### src/rtl/core/wpst_pkg.sv
// Shared types and constants for the wheel pulse speed tracker.
`default_nettype none
package wpst_pkg;
   localparam logic [14:0] SpeedMax = 15'd25344;
   localparam logic [9:0]  MsPerS   = 10'd1000;

   typedef enum logic [1:0] {
      CSR_CIRC  = 2'd0,
      CSR_SPEED = 2'd1,
      CSR_DIST  = 2'd2,
      CSR_EN    = 2'd3
   } csr_index_type;

   // Task handed from front to back.
   typedef struct packed {
      logic [15:0] interval;
      logic        calc_en;
   } task_type;

   typedef struct packed {
      logic [14:0] current_speed;
      logic [14:0] average_speed;
      logic [47:0] distance_total;
      logic [39:0] elapsed_ms;
      logic [31:0] pulse_count;
   } result_type;
endpackage
`default_nettype wire

### src/rtl/core/wpst_if.sv
// Valid/ready channel interfaces.
`default_nettype none
interface wpst_req_if;
   logic        valid;
   logic        ready;
   logic [15:0] pulse_interval_ms;
   modport source (output valid, output pulse_interval_ms, input ready);
   modport sink   (input valid, input pulse_interval_ms, output ready);
endinterface

interface wpst_rsp_if;
   logic        valid;
   logic        ready;
   logic [14:0] current_speed;
   logic [14:0] average_speed;
   logic [47:0] distance_total;
   logic [39:0] elapsed_ms;
   logic [31:0] pulse_count;
   modport source (output valid, output current_speed, output average_speed,
                   output distance_total, output elapsed_ms, output pulse_count,
                   input ready);
   modport sink   (input valid, input current_speed, input average_speed,
                   input distance_total, input elapsed_ms, input pulse_count,
                   output ready);
endinterface

interface wpst_csr_if;
   logic        valid;
   logic        ready;
   logic [1:0]  index;
   logic [31:0] data;
   modport source (output valid, output index, output data, input ready);
   modport sink   (input valid, input index, input data, output ready);
endinterface
`default_nettype wire

### src/rtl/core/wpst_queue.sv
// Two-entry task queue between front and back.
`default_nettype none
module wpst_queue
   import wpst_pkg::*;
(
   input  wire logic     clock,
   input  wire logic     reset,
   input  wire logic     push,
   input  wire task_type push_data,
   output logic          full,
   input  wire logic     pop,
   output logic          empty,
   output task_type      pop_data
);
   task_type   mem_ff [2];
   task_type   mem_in [2];
   logic       wr_ff, wr_in, rd_ff, rd_in;
   logic [1:0] cnt_ff, cnt_in;

   always_comb begin
      mem_in = mem_ff;
      wr_in  = wr_ff;
      rd_in  = rd_ff;
      cnt_in = cnt_ff;
      if (push) begin
         mem_in[wr_ff] = push_data;
         wr_in = ~wr_ff;
      end
      if (pop) rd_in = ~rd_ff;
      cnt_in = cnt_ff + {1'b0, push} - {1'b0, pop};
   end

   always_ff @(posedge clock) begin
      mem_ff <= mem_in;
      if (reset) begin
         wr_ff  <= 1'b0;
         rd_ff  <= 1'b0;
         cnt_ff <= 2'd0;
      end else begin
         wr_ff  <= wr_in;
         rd_ff  <= rd_in;
         cnt_ff <= cnt_in;
      end
   end

   assign full     = cnt_ff[1];
   assign empty    = (cnt_ff == 2'd0);
   assign pop_data = mem_ff[rd_ff];
endmodule
`default_nettype wire

### src/rtl/core/wpst_divider.sv
// Restoring divider, one quotient bit per cycle.
`default_nettype none
module wpst_divider #(
   parameter int NumW = 48,
   parameter int DenW = 24
) (
   input  wire logic            clock,
   input  wire logic            reset,
   input  wire logic            start,
   input  wire logic [NumW-1:0] num,
   input  wire logic [DenW-1:0] den,
   output logic                 done,
   output logic [NumW-1:0]      quo
);
   localparam int CntW = $clog2(NumW + 1);
   logic [NumW-1:0] q_ff, q_in;
   logic [DenW:0]   r_ff, r_in;
   logic [DenW-1:0] d_ff, d_in;
   logic [CntW-1:0] cnt_ff, cnt_in;
   logic            busy_ff, busy_in, done_ff, done_in;
   logic [DenW:0]   trial;

   always_comb begin
      q_in = q_ff; r_in = r_ff; d_in = d_ff;
      cnt_in = cnt_ff; busy_in = busy_ff; done_in = 1'b0;
      trial = {r_ff[DenW-1:0], q_ff[NumW-1]};
      if (start) begin
         q_in = num; r_in = '0; d_in = den;
         cnt_in = CntW'(NumW); busy_in = 1'b1;
      end else if (busy_ff) begin
         if (trial >= {1'b0, d_ff}) begin
            r_in = trial - {1'b0, d_ff};
            q_in = {q_ff[NumW-2:0], 1'b1};
         end else begin
            r_in = trial;
            q_in = {q_ff[NumW-2:0], 1'b0};
         end
         cnt_in = cnt_ff - 1'b1;
         if (cnt_ff == CntW'(1)) begin
            busy_in = 1'b0;
            done_in = 1'b1;
         end
      end
   end

   always_ff @(posedge clock) begin
      q_ff <= q_in; r_ff <= r_in; d_ff <= d_in; cnt_ff <= cnt_in;
      if (reset) begin
         busy_ff <= 1'b0;
         done_ff <= 1'b0;
      end else begin
         busy_ff <= busy_in;
         done_ff <= done_in;
      end
   end

   assign done = done_ff;
   assign quo  = q_ff;
endmodule
`default_nettype wire

### src/rtl/core/wpst_back.sv
// Back end: speed, mean, distance and time update sequencer.
`default_nettype none
module wpst_back
   import wpst_pkg::*;
(
   input  wire logic        clock,
   input  wire logic        reset,
   input  wire logic [11:0] circ,
   input  wire logic [23:0] speed_factor,
   input  wire logic [31:0] dist_factor,
   input  wire logic        q_empty,
   input  wire task_type    q_data,
   output logic             q_pop,
   output logic             rsp_valid,
   input  wire logic        rsp_ready,
   output result_type       rsp_data
);
   typedef enum logic [7:0] {
      ST_IDLE = 8'b0000_0001,
      ST_MUL1 = 8'b0000_0010,
      ST_MUL2 = 8'b0000_0100,
      ST_MUL3 = 8'b0000_1000,
      ST_DIV1 = 8'b0001_0000,
      ST_DIV2 = 8'b0010_0000,
      ST_OUT  = 8'b0100_0000,
      ST_HOLD = 8'b1000_0000
   } state_type;

   state_type   st_ff, st_in;
   task_type    tk_ff, tk_in;
   logic [35:0] p1_ff, p1_in;       // circ * speed_factor
   logic [45:0] num_ff, num_in;     // * 1000
   logic [43:0] step_ff, step_in;   // circ * dist_factor
   logic [14:0] cur_ff, cur_in;
   logic [14:0] avg_ff, avg_in;
   logic [47:0] dist_ff, dist_in;
   logic [39:0] el_ff, el_in;
   logic [31:0] cnt_ff, cnt_in;
   logic        avg_up_ff, avg_up_in;
   result_type  res_ff, res_in;
   logic        vld_ff, vld_in;

   logic        div_start;
   logic [47:0] div_num, div_quo;
   logic [23:0] div_den;
   logic        div_done;
   logic [48:0] dsum;
   logic [40:0] esum;
   logic [14:0] diff;

   wpst_divider #(.NumW(48), .DenW(24)) u_div (
      .clock(clock), .reset(reset), .start(div_start), .num(div_num),
      .den(div_den), .done(div_done), .quo(div_quo)
   );

   always_comb begin
      st_in = st_ff; tk_in = tk_ff; p1_in = p1_ff; num_in = num_ff;
      step_in = step_ff; cur_in = cur_ff; avg_in = avg_ff; dist_in = dist_ff;
      el_in = el_ff; cnt_in = cnt_ff; avg_up_in = avg_up_ff;
      res_in = res_ff; vld_in = vld_ff;
      q_pop = 1'b0; div_start = 1'b0; div_num = '0; div_den = '0;
      dsum = '0; esum = '0; diff = '0;
      if (vld_ff && rsp_ready) vld_in = 1'b0;
      unique case (st_ff)
         ST_IDLE: begin
            if (!q_empty) begin
               tk_in = q_data; q_pop = 1'b1; st_in = ST_MUL1;
            end
         end
         ST_MUL1: begin
            p1_in   = 36'(circ) * 36'(speed_factor);
            step_in = 44'(circ) * 44'(dist_factor);
            st_in   = ST_MUL2;
         end
         ST_MUL2: begin
            num_in = 46'(p1_ff) * 46'(MsPerS);
            esum = {1'b0, el_ff} + 41'(tk_ff.interval);
            el_in = esum[40] ? '1 : esum[39:0];
            st_in = ST_MUL3;
         end
         ST_MUL3: begin
            if (tk_ff.interval == '0) begin
               cur_in = SpeedMax;
               st_in  = ST_DIV2;
            end else begin
               div_start = 1'b1;
               div_num = 48'(num_ff);
               div_den = {tk_ff.interval, 8'd0};
               st_in = ST_DIV1;
            end
            if (tk_ff.calc_en) begin
               if (cnt_ff != '1) cnt_in = cnt_ff + 1'b1;
               dsum = {1'b0, dist_ff} + 49'(step_ff);
               dist_in = dsum[48] ? '1 : dsum[47:0];
            end
         end
         ST_DIV1: begin
            if (div_done) begin
               cur_in = (div_quo > 48'(SpeedMax)) ? SpeedMax : div_quo[14:0];
               st_in = ST_DIV2;
            end
         end
         ST_DIV2: begin
            // mean update: |cur - avg| / count, count nonzero when enabled
            avg_up_in = (cur_ff >= avg_ff);
            diff = (cur_ff >= avg_ff) ? cur_ff - avg_ff : avg_ff - cur_ff;
            if (tk_ff.calc_en) begin
               div_start = 1'b1;
               div_num = 48'(diff);
               div_den = (cnt_ff[31:15] != '0) ? 24'hFF_FFFF : 24'(cnt_ff[14:0]);
               st_in = ST_HOLD;
            end else begin
               st_in = ST_OUT;
            end
         end
         ST_HOLD: begin
            if (div_done) begin
               avg_in = avg_up_ff ? avg_ff + div_quo[14:0] : avg_ff - div_quo[14:0];
               st_in = ST_OUT;
            end
         end
         ST_OUT: begin
            if (!vld_ff || rsp_ready) begin
               res_in.current_speed  = cur_ff;
               res_in.average_speed  = avg_ff;
               res_in.distance_total = dist_ff;
               res_in.elapsed_ms     = el_ff;
               res_in.pulse_count    = cnt_ff;
               vld_in = 1'b1;
               st_in  = ST_IDLE;
            end
         end
         default: st_in = ST_IDLE;
      endcase
   end

   always_ff @(posedge clock) begin
      tk_ff <= tk_in; p1_ff <= p1_in; num_ff <= num_in; step_ff <= step_in;
      cur_ff <= cur_in; avg_up_ff <= avg_up_in; res_ff <= res_in;
      if (reset) begin
         st_ff <= ST_IDLE; vld_ff <= 1'b0;
         avg_ff <= '0; dist_ff <= '0; el_ff <= '0; cnt_ff <= '0;
      end else begin
         st_ff <= st_in; vld_ff <= vld_in;
         avg_ff <= avg_in; dist_ff <= dist_in; el_ff <= el_in; cnt_ff <= cnt_in;
      end
   end

   assign rsp_valid = vld_ff;
   assign rsp_data  = res_ff;
endmodule
`default_nettype wire

### src/rtl/core/wheel_pulse_speed_tracker_core.sv
// Top level of the wheel pulse speed tracker.
// Each req beat carries the ms between two wheel pulses; one rsp beat comes
// back per req beat with current speed (Q7.8, clamped to 99.0), running mean
// speed, distance (Q16.32), elapsed ms and pulse count, all saturating.
// Settings live in four csr registers (circumference, speed factor, distance
// factor, enable) written by index; write them only while idle. The front
// end latches the interval and the enable bit into a two-entry queue; the
// back end works one item at a time. After a queue pop it steps through
// its sequencing states and uses the shared 48-step restoring divider
// twice (speed, then mean update). One divider pass is skipped when
// enable is off or the interval is zero; with both, neither pass runs.
// rsp valid rises as the result register loads, and a stalled rsp holds
// the back end in its output state.
`default_nettype none
module wheel_pulse_speed_tracker_core
   import wpst_pkg::*;
(
   input  wire logic clock,
   input  wire logic reset,
   wpst_req_if.sink   req,
   wpst_rsp_if.source rsp,
   wpst_csr_if.sink   csr
);
   logic [11:0] circ_ff;
   logic [23:0] sf_ff;
   logic [31:0] df_ff;
   logic        en_ff;
   logic        q_full, q_empty, q_pop, push;
   task_type    q_data, push_data;
   result_type  res;

   // configuration registers
   always_ff @(posedge clock) begin
      if (reset) begin
         circ_ff <= 12'd2100;
         sf_ff   <= 24'd235930;
         df_ff   <= 32'd4295;
         en_ff   <= 1'b1;
      end else if (csr.valid) begin
         case (csr_index_type'(csr.index))
            CSR_CIRC:  circ_ff <= csr.data[11:0];
            CSR_SPEED: sf_ff   <= csr.data[23:0];
            CSR_DIST:  df_ff   <= csr.data;
            CSR_EN:    en_ff   <= csr.data[0];
            default:   ;
         endcase
      end
   end
   assign csr.ready = 1'b1;

   // front end: take beat, tag with enable, queue it
   assign req.ready = !q_full;
   assign push      = req.valid && !q_full;
   assign push_data = '{interval: req.pulse_interval_ms, calc_en: en_ff};

   wpst_queue u_queue (
      .clock(clock), .reset(reset), .push(push), .push_data(push_data),
      .full(q_full), .pop(q_pop), .empty(q_empty), .pop_data(q_data)
   );

   wpst_back u_back (
      .clock(clock), .reset(reset), .circ(circ_ff), .speed_factor(sf_ff),
      .dist_factor(df_ff), .q_empty(q_empty), .q_data(q_data), .q_pop(q_pop),
      .rsp_valid(rsp.valid), .rsp_ready(rsp.ready), .rsp_data(res)
   );

   assign rsp.current_speed  = res.current_speed;
   assign rsp.average_speed  = res.average_speed;
   assign rsp.distance_total = res.distance_total;
   assign rsp.elapsed_ms     = res.elapsed_ms;
   assign rsp.pulse_count    = res.pulse_count;
endmodule
`default_nettype wire
### src/flat_wrapper.sv
// flat-port wrapper written by rule: the top's interface ports become plain ports
module wheel_pulse_speed_tracker_core_flat import wpst_pkg::*;
  (clock, reset, req_valid, req_pulse_interval_ms, req_ready, rsp_valid, rsp_current_speed, rsp_average_speed, rsp_distance_total, rsp_elapsed_ms, rsp_pulse_count, rsp_ready, csr_valid, csr_index, csr_data, csr_ready);
  wpst_req_if req_i ();
  wpst_rsp_if rsp_i ();
  wpst_csr_if csr_i ();
  input  wire logic clock;
  input  wire logic reset;
  input wire logic [$bits(req_i.valid)-1:0] req_valid;
  input wire logic [$bits(req_i.pulse_interval_ms)-1:0] req_pulse_interval_ms;
  output wire logic [$bits(req_i.ready)-1:0] req_ready;
  output wire logic [$bits(rsp_i.valid)-1:0] rsp_valid;
  output wire logic [$bits(rsp_i.current_speed)-1:0] rsp_current_speed;
  output wire logic [$bits(rsp_i.average_speed)-1:0] rsp_average_speed;
  output wire logic [$bits(rsp_i.distance_total)-1:0] rsp_distance_total;
  output wire logic [$bits(rsp_i.elapsed_ms)-1:0] rsp_elapsed_ms;
  output wire logic [$bits(rsp_i.pulse_count)-1:0] rsp_pulse_count;
  input wire logic [$bits(rsp_i.ready)-1:0] rsp_ready;
  input wire logic [$bits(csr_i.valid)-1:0] csr_valid;
  input wire logic [$bits(csr_i.index)-1:0] csr_index;
  input wire logic [$bits(csr_i.data)-1:0] csr_data;
  output wire logic [$bits(csr_i.ready)-1:0] csr_ready;
  assign req_i.valid = req_valid;
  assign req_i.pulse_interval_ms = req_pulse_interval_ms;
  assign req_ready = req_i.ready;
  assign rsp_valid = rsp_i.valid;
  assign rsp_current_speed = rsp_i.current_speed;
  assign rsp_average_speed = rsp_i.average_speed;
  assign rsp_distance_total = rsp_i.distance_total;
  assign rsp_elapsed_ms = rsp_i.elapsed_ms;
  assign rsp_pulse_count = rsp_i.pulse_count;
  assign rsp_i.ready = rsp_ready;
  assign csr_i.valid = csr_valid;
  assign csr_i.index = csr_index;
  assign csr_i.data = csr_data;
  assign csr_ready = csr_i.ready;
  wheel_pulse_speed_tracker_core u_core (.clock(clock), .reset(reset), .req(req_i), .rsp(rsp_i), .csr(csr_i));
endmodule
### config.mk
export PLATFORM = sky130hd
export DESIGN_NAME = wheel_pulse_speed_tracker_core_flat
export DESIGN_NICKNAME = d
export VERILOG_FILES = /design/src/rtl/core/wpst_pkg.sv /design/src/rtl/core/wpst_if.sv /design/src/rtl/core/wpst_queue.sv /design/src/rtl/core/wpst_divider.sv /design/src/rtl/core/wpst_back.sv /design/src/rtl/core/wheel_pulse_speed_tracker_core.sv /design/src/flat_wrapper.sv
export SDC_FILE = /design/constraint.sdc
export NUM_CORES = 2
export LEC_CHECK = 0
export ABC_AREA = 1
export BUFFER_PORTS_ARGS = -buffer_cell sky130_fd_sc_hd__clkbuf_2
export CAP_MARGIN = 10
export CELL_PAD_IN_SITES_DETAIL_PLACEMENT = 0
export CELL_PAD_IN_SITES_GLOBAL_PLACEMENT = 1
export CORE_AREA = 5 5 380 382
export CTS_CLUSTER_DIAMETER = 200
export DETAILED_ROUTE_END_ITERATION = 6
export DIE_AREA = 0 0 385 387
export GPL_TIMING_DRIVEN = 0
export PLACE_DENSITY_LB_ADDON = 0.1
export SETUP_SLACK_MARGIN = 0.5
export SLEW_MARGIN = 15
export SYNTH_ARGS = -nofsm -noshare
export SYNTH_HDL_FRONTEND = slang
export SYNTH_SLANG_ARGS = --single-unit
### constraint.sdc
create_clock -name clock -period 7.66 [get_ports clock]
set_clock_uncertainty 0.05 [all_clocks]
set_input_delay 0.766 -clock clock [delete_from_list [all_inputs] [get_ports clock]]
set_output_delay 0.766 -clock clock [all_outputs]
set_load 0.02 [all_outputs]
After elaboration in Yosys (flattened, before gate mapping)
Index checks and enable logic that the tools add are counted.
{ "op_classes": {"addsub": 11, "mul": 3, "order_cmp": 6, "eq_ne": 18, "muxes": 44, "bitwise": 6, "n_reduce_logical": 24} }
{ "ops": {"columns": ["op", "count"], "rows": [
  ["two-way mux 48 bit", 3],
  ["two-way mux 24 bit", 4],
  ["one-hot mux 46 bit (2 select lines)", 1],
  ["two-way mux 15 bit", 6],
  ["two-way mux 17 bit", 4],
  ["one-hot mux 8 bit (8 select lines)", 1],
  ["adder 48 x 44 -> 49 bit", 1],
  ["> comparator 48 x 15 -> 1 bit, second input constant", 1],
  ["one-hot mux 24 bit (2 select lines)", 1],
  ["two-way mux 46 bit", 1],
  ["subtractor 15 bit", 3],
  ["multiplier 12 x 32 -> 44 bit", 1],
  ["multiplier 36 x 7 -> 43 bit, second input constant", 1],
  ["adder 40 x 16 -> 41 bit", 1],
  ["two-way mux 40 bit", 1],
  ["two-way mux 8 bit", 5],
  ["multiplier 12 x 24 -> 36 bit", 1],
  ["bitwise mux 34 bit", 1],
  ["adder 32 x 1 -> 32 bit, second input constant", 1],
  ["inequality test 32 bit, second input constant", 1],
  ["one-hot mux 15 bit (2 select lines)", 1],
  [">= comparator 25 x 24 -> 1 bit", 1],
  ["subtractor 24 bit", 1],
  ["demux 17 bit (select 1 bit)", 1],
  ["36 further kinds", 69]
]} }
{ "word_totals": {"register_bits": 661, "in_bits": 55, "out_inout_bits": 153, "wordCells": 147} }

Longest topological paths before layout
{ "depth": {"depth_word": 6, "depth_mapped": 25, "ltp_nobuf": 23} }

Hierarchy
From an unflattened synthesis, not the netlist that was laid out.
{ "unflattened": {"cells_unflattened": 8042, "hier_area_um2": 62632.6} }
{ "by_module_without_submodules": {"columns": ["mod", "instances", "cells_per_inst", "area_per_inst_um2", "seq_area_each_um2"], "rows": [
  ["wpst_back", 1, 6702, 52182.5, 12071.6],
  ["wpst_divider", 1, 850, 6175.9, 2802.7],
  ["wheel_pulse_speed_tracker_core", 1, 409, 2800.2, 1381.3],
  ["wpst_queue", 1, 81, 1473.9, 1101.1]
]} }

Least setup slack after synthesis
OpenSTA, ideal clock, no wires.
{ "synth_timing": {"path_type": "register to register", "startpoint": "register u_core.u_back.st_ff[3]", "endpoint": "register u_core.u_back.res_ff, in the netlist u_core.u_back.rsp_data[0] (enable)", "setup_time_ns": 0.662, "arrival_time_ns": 7.020, "t_required_ns": 6.948, "slack_ns": -0.071, "path_stages_with_launch": 6, "n_path_buf": 0, "synth_period_minus_slack_ns": 7.731, "cell_sequence": "dfxtp_1 > inv_1 > nand2_1 > nor2_1 > nand3_1 > nor2_1"} }
{ "synth_via": {"elab_chain_len": 2} }
{ "synth_rtl": {"columns": ["item", "line_no", "text"], "rows": [
  ["from (decl)", "wpst_back.sv:29", "state_type st_ff, st_in;"],
  ["from (signal assigned)", "wpst_back.sv:144", "st_ff <= st_in; vld_ff <= vld_in;"],
  ["== test 8 x 7 -> 1 bit", "wpst_back.sv:64", "unique case (st_ff)"],
  ["AND reduction 2 bit (no source line)", null, null],
  ["to (signal assigned)", "wpst_back.sv:139", "cur_ff <= cur_in; avg_up_ff <= avg_up_in; res_ff <= res_in;"],
  ["to (decl)", "wpst_back.sv:40", "result_type res_ff, res_in;"]
]} }
No other way between the ends.
A chain may end at the register's enable or synchronous reset.

Worst setup path in the final report
{ "layout_timing": {"startpoint": "register u_core.circ_ff[7]", "endpoint": "register u_core.u_back.step_ff[35], data pin"} }
{ "layout_via": {"elab_chain_len": 1} }
{ "layout_rtl": {"columns": ["item", "line_no", "text"], "rows": [
  ["from (decl)", "wheel_pulse_speed_tracker_core.sv:24", "logic [11:0] circ_ff;"],
  ["from (signal assigned)", "wheel_pulse_speed_tracker_core.sv:41", "CSR_CIRC: circ_ff <= csr.data[11:0];"],
  ["multiplier 12 x 32 -> 44 bit", "wpst_back.sv:72", "step_in = 44'(circ) * 44'(dist_factor);"],
  ["to (signal assigned)", "wpst_back.sv:138", "tk_ff <= tk_in; p1_ff <= p1_in; num_ff <= num_in; step_ff <= step_in;"],
  ["to (decl)", "wpst_back.sv:33", "logic [43:0] step_ff, step_in;"]
]} }
No other way between the ends.

==> impl_metrics.csv <==
group,metric,value,unit
outcome,outcome,"finished clean",
floorplanning,core,0.1407,mm2
sta,drv_slew,0,
clock_network,htreeDepth,3,
sta,hold_viol_final,0,
floorplanning,dieArea,0.1490,mm2
placement,gp_routability_congestion,0.9201,
grt,grt_start_max_net_pins,55,
critical_path,worstPathRequired,8030,ps
synthesis,async_reset_ff_share,0,%
min_path,hold_path_class,"in2reg",
synthesis,netlist_area,0.06134,mm2
power_and_ir_drop,powerDensity,382.2,mW/mm2
sta,fmax,0.1438,GHz
power_and_ir_drop,vdd_drop_max,595.7,uV
cells_and_area,drive_gt1_share,5.348,%
placement,io_buffers,206,
critical_path,slowest_delay,740,ps
sta,rsz0062_at_grt,"no",
critical_path,critPathBufInv,5,
cells_and_area,n_fill_cell,14270,
synthesis,synth-edff-count,412,
clock_network,clk_path_buf_depth,3,
sta,min_period_over_period,90.78,%
grt,grt_antenna_before_repair,3,
grt,met2_usage,41.59,%
drt,drcViolationCount,0,
synthesis,syn_area_per_cell,7.930,um2
synthesis,yosysTopAreaCell,"fa_1",
drt,drt_wl_total,186.9,mm
power_and_ir_drop,finalPower,25850,uW
cells_and_area,fin_area,0.06763,mm2
power_and_ir_drop,clkPwrFrac,15.0,%
grt,grt_busiest_layer,"met2",
grt,met3_usage,2.607,%
critical_path,r2r-end,"u_core.u_back.step_ff[35]",
clock_network,clk_pin_slew,60,ps
critical_path,path_max_fanout,10,
clock_network,cts_hold_buf,0,
synthesis,ys_seq_area_share,28.29,%
critical_path,path_cells,"clkdlybuf4s15_1 > clkbuf_2 > nand2_1 > fa_1 > fa_1 > fa_1 > inv_1 > fa_1 > inv_1 > fa_1 > inv_1 > ha_1 > nand2_1 > nand2_1 > a31oi_1 > nand2_1 > a21boi_0 > o21ai_0 > nand2_1 > nand2_1 > nand2_1 > nand2_1",
grt,gr-total-overflow,0,
clock_network,clkSinkCount,661,
clock_network,numCtsBuffers,78,
placement,placed_cells,9842,
critical_path,crit_type,"reg2reg",
floorplanning,start_util,43.59,%
drt,first_iter_violations,3674,
placement,placed_cell_area,0.06495,mm2
drt,avgRoutedWirePerCell,18.72,um
power_and_ir_drop,p_leak,0.03370,uW
cells_and_area,final_nets,9129,
clock_network,clock_latency,690,ps
synthesis,synth.top_cells.by_area,"fa_1 22%, edfxtp_1 20%, nand2_1 13%, inv_1 9.9%, dfxtp_1 8.1%",
drt,post_drt_via_cell_ratio,5.024,
floorplanning,die_x,385,um
synthesis,synthFlopType,"edfxtp_1",
power_and_ir_drop,share_comb_of_total_power,65.4,%
drt,antenna_left,0,
synthesis,ys_warn_count,0,
synthesis,synth_cell_types,50,
critical_path,crit-reg2reg-launch,"u_core.circ_ff[7]",
floorplanning,die_h,387,um
grt,use_met1,34.44,%
floorplanning,ios,208,
clock_network,post-cts-setup-buffers,0,
power_and_ir_drop,switching_share,50.09,%
grt,grt_use_total,25.05,%
sta,setup_violations,0,
drt,vias,50180,
drt,dr.pass1.iters,6,
grt,first_global_vias,50310,
sta,fin_crit,6954,ps
grt,grt_pass1_wl,290.4,mm
synthesis,synthesis.nets,8833,
critical_path,cp-start-kind,"flop",
placement,dp_hpwl,155.2,mm
min_path,min_path_cells,3,
critical_path,cp_slowest_cell,"clkdlybuf4s15_1",
synthesis,synth_seq_cells,661,
critical_path,path_delay_family,"adder cells",
cells_and_area,layout.cells.non_filler,9987,
synthesis,synthCells,7736,
critical_path,reg2reg_slack,710,ps
clock_network,cts_tree,"yes",
sta,tightestPinTransition,1303,ps
power_and_ir_drop,seq_power_share,19.6,%
clock_network,cts_root_buf,"clkbuf_16",
critical_path,reg2regPathDepth,22,
critical_path,cp.arrival,7320,ps
power_and_ir_drop,p_sw,12950,uW
sta,slew-limit-headroom,13.11,%
min_path,min-delay-start,"csr_data[28]",
power_and_ir_drop,p_int,12900,uW
critical_path,worstSetupEndpointType,"flop",
sta,fin_tns_setup,0,ps
cells_and_area,syn_to_final_growth,10.26,%
critical_path,critPathMostFrequentCell,"nand2_1",
flow_run,max_cap_viol_count,0,
floorplanning,placementRows,138,
synthesis,yosys.area.top_type_share,21.54,%
min_path,whs_endpoint,"u_core.df_ff[28]",
-- synth_stat cells, types with 3 or more instances --
master    count
a211oi_1      3
a21boi_0      8
a21o_1       21
a21oi_1     308
a22o_1       18
a31oi_1      31
and2_1        4
and3_1        4
buf_1        43
buf_2        30
buf_4         4
clkbuf_1    144
dfxtp_1     249
edfxtp_1    412
fa_1        660
ha_1        382
inv_1      1624
inv_2         9
nand2_1    2055
nand2_2       4
nand3_1     296
nand3_2       3
nand3b_1      7
nand4_1      87
nor2_1      607
nor2_2        5
nor3_1       91
nor3b_1       5
nor4_1       24
o211ai_1     27
o21a_1       16
o21ai_0     298
o21ai_1       9
o21bai_1     22
or2_2         4
xnor2_1      70
xor2_1      134
-- cells in the final DEF (no fill, tap or decap), types with 18 or more instances in the layout --
master,netlist,routed
nor3_1,91,91
nand4_1,87,87
nor2_1,607,602
a31oi_1,31,31
a22o_1,18,18
xor2_1,134,134
o21bai_1,22,22
a21oi_1,308,308
a21o_1,21,21
buf_2,30,29
clkbuf_1,144,145
clkbuf_16,0,80
buf_1,43,36
o211ai_1,27,27
clkbuf_2,2,226
inv_1,1624,1623
dfxtp_1,249,249
nand3_1,296,296
nor4_1,24,24
edfxtp_1,412,412
ha_1,382,382
o21ai_0,298,298
fa_1,660,660
xnor2_1,70,70
nand2_1,2055,2055
-- metrics by stage --
step | utilization [%] | worst slack, ps | hold slack [ps]
after floorplan | - | 2230 | 369.2
final | 48.06 | 706.2 | 250.4
after CTS | 48.04 | 502.9 | 192.4
after detailed placement | 46.15 | 449.4 | 395.1
after global routing | 48.06 | 500.3 | 228.8
after global placement | 46.01 | 486.2 | 395.1
-- power groups by stage --
| stage | logic, uW | clock network, uW | registers [uW] |
|---|---|---|---|
| floorplan | 12100 | 0 | 5030 |
| global placement | 16800 | 0 | 5140 |
| detailed placement | 16900 | 0 | 5140 |
| CTS | 17000 | 4000 | 5060 |
| global route | 19300 | 4150 | 5080 |
| finish | 16900 | 3880 | 5060 |
-- state kept, by name, summed over array words and instances (netlist names), 32 cells and up --
register	count
u_core.u_back.p1_ff	36
u_core.u_back.cnt_ff	32
u_core.df_ff	32
u_core.u_back.el_ff	40
u_core.u_back.step_ff	44
u_core.u_back.num_ff	43
u_core.u_queue.mem_ff	34
u_core.u_back.u_div.quo	48
u_core.u_back.dist_ff	48
u_core.u_back.rsp_data	150
-- worst reg2reg max path: cells and delay by family (launching register included) --
family / cells / cell delay [ps]
flip-flops: 1 / 360
buffers and inverters: 5 / 1360
adder cells (fa/ha/maj): 6 / 2900
AO/OA/AOI/OAI: 3 / 1060
AND/OR/NAND/NOR: 8 / 960
-- cells by family (layout without fill, tap and decap cells) --
family,after synthesis,after routing,share of synthesized area (%)
simple gates,3201,3201,21.11
buf+inv,1860,2220,11.50
fa+ha+maj,1042,1042,29.33
compound gates,767,767,6.853
flops,661,661,28.29
xor+xnor,204,204,2.913
other cells,1,2,0.006113
-- cell type report --
cell class	count	area (um2)	share of cell area, %
clock buffer	105	2206	3.261
antenna	1	2.502	0.003700
inverter	1635	6142	9.081
clock inverter	39	450.4	0.6660
multi-input combinational	5215	36950	54.64
timing repair buffer	216	1207	1.785
sequential	661	17360	25.66
buffer	225	952.2	1.408
tap	1890	2365	3.496
-- layer usage --
metal / vias to the layer above / routed length (um) / share of wire (%)
li1: 24490 / - / -
met1: 24330 / 84180 / 45
met2: 1132 / 87500 / 47
met3: 227 / 8772 / 4.7
met4: 0 / 6465 / 3.5
met5: - / 0 / 0
-- worst max path at each step --
stage                     cells after the start  slack (ps)                        end               start
after floorplan                              21        2230  u_core.u_back.step_ff[36]  u_core.circ_ff[11]
after global placement                       22         490  u_core.u_back.step_ff[35]   u_core.circ_ff[8]
after detailed placement                     22         450  u_core.u_back.step_ff[35]   u_core.circ_ff[8]
after CTS                                    22         500  u_core.u_back.step_ff[35]   u_core.circ_ff[7]
after global routing                         22         500  u_core.u_back.step_ff[31]   u_core.circ_ff[7]
final                                        22         710  u_core.u_back.step_ff[35]   u_core.circ_ff[7]
-- what timing repair did --
action                     CTS  global route
cloned                       0             0
setup endpoints to repair    2            22
resized for setup            2            26
Power figures use the tool's default switching activity.
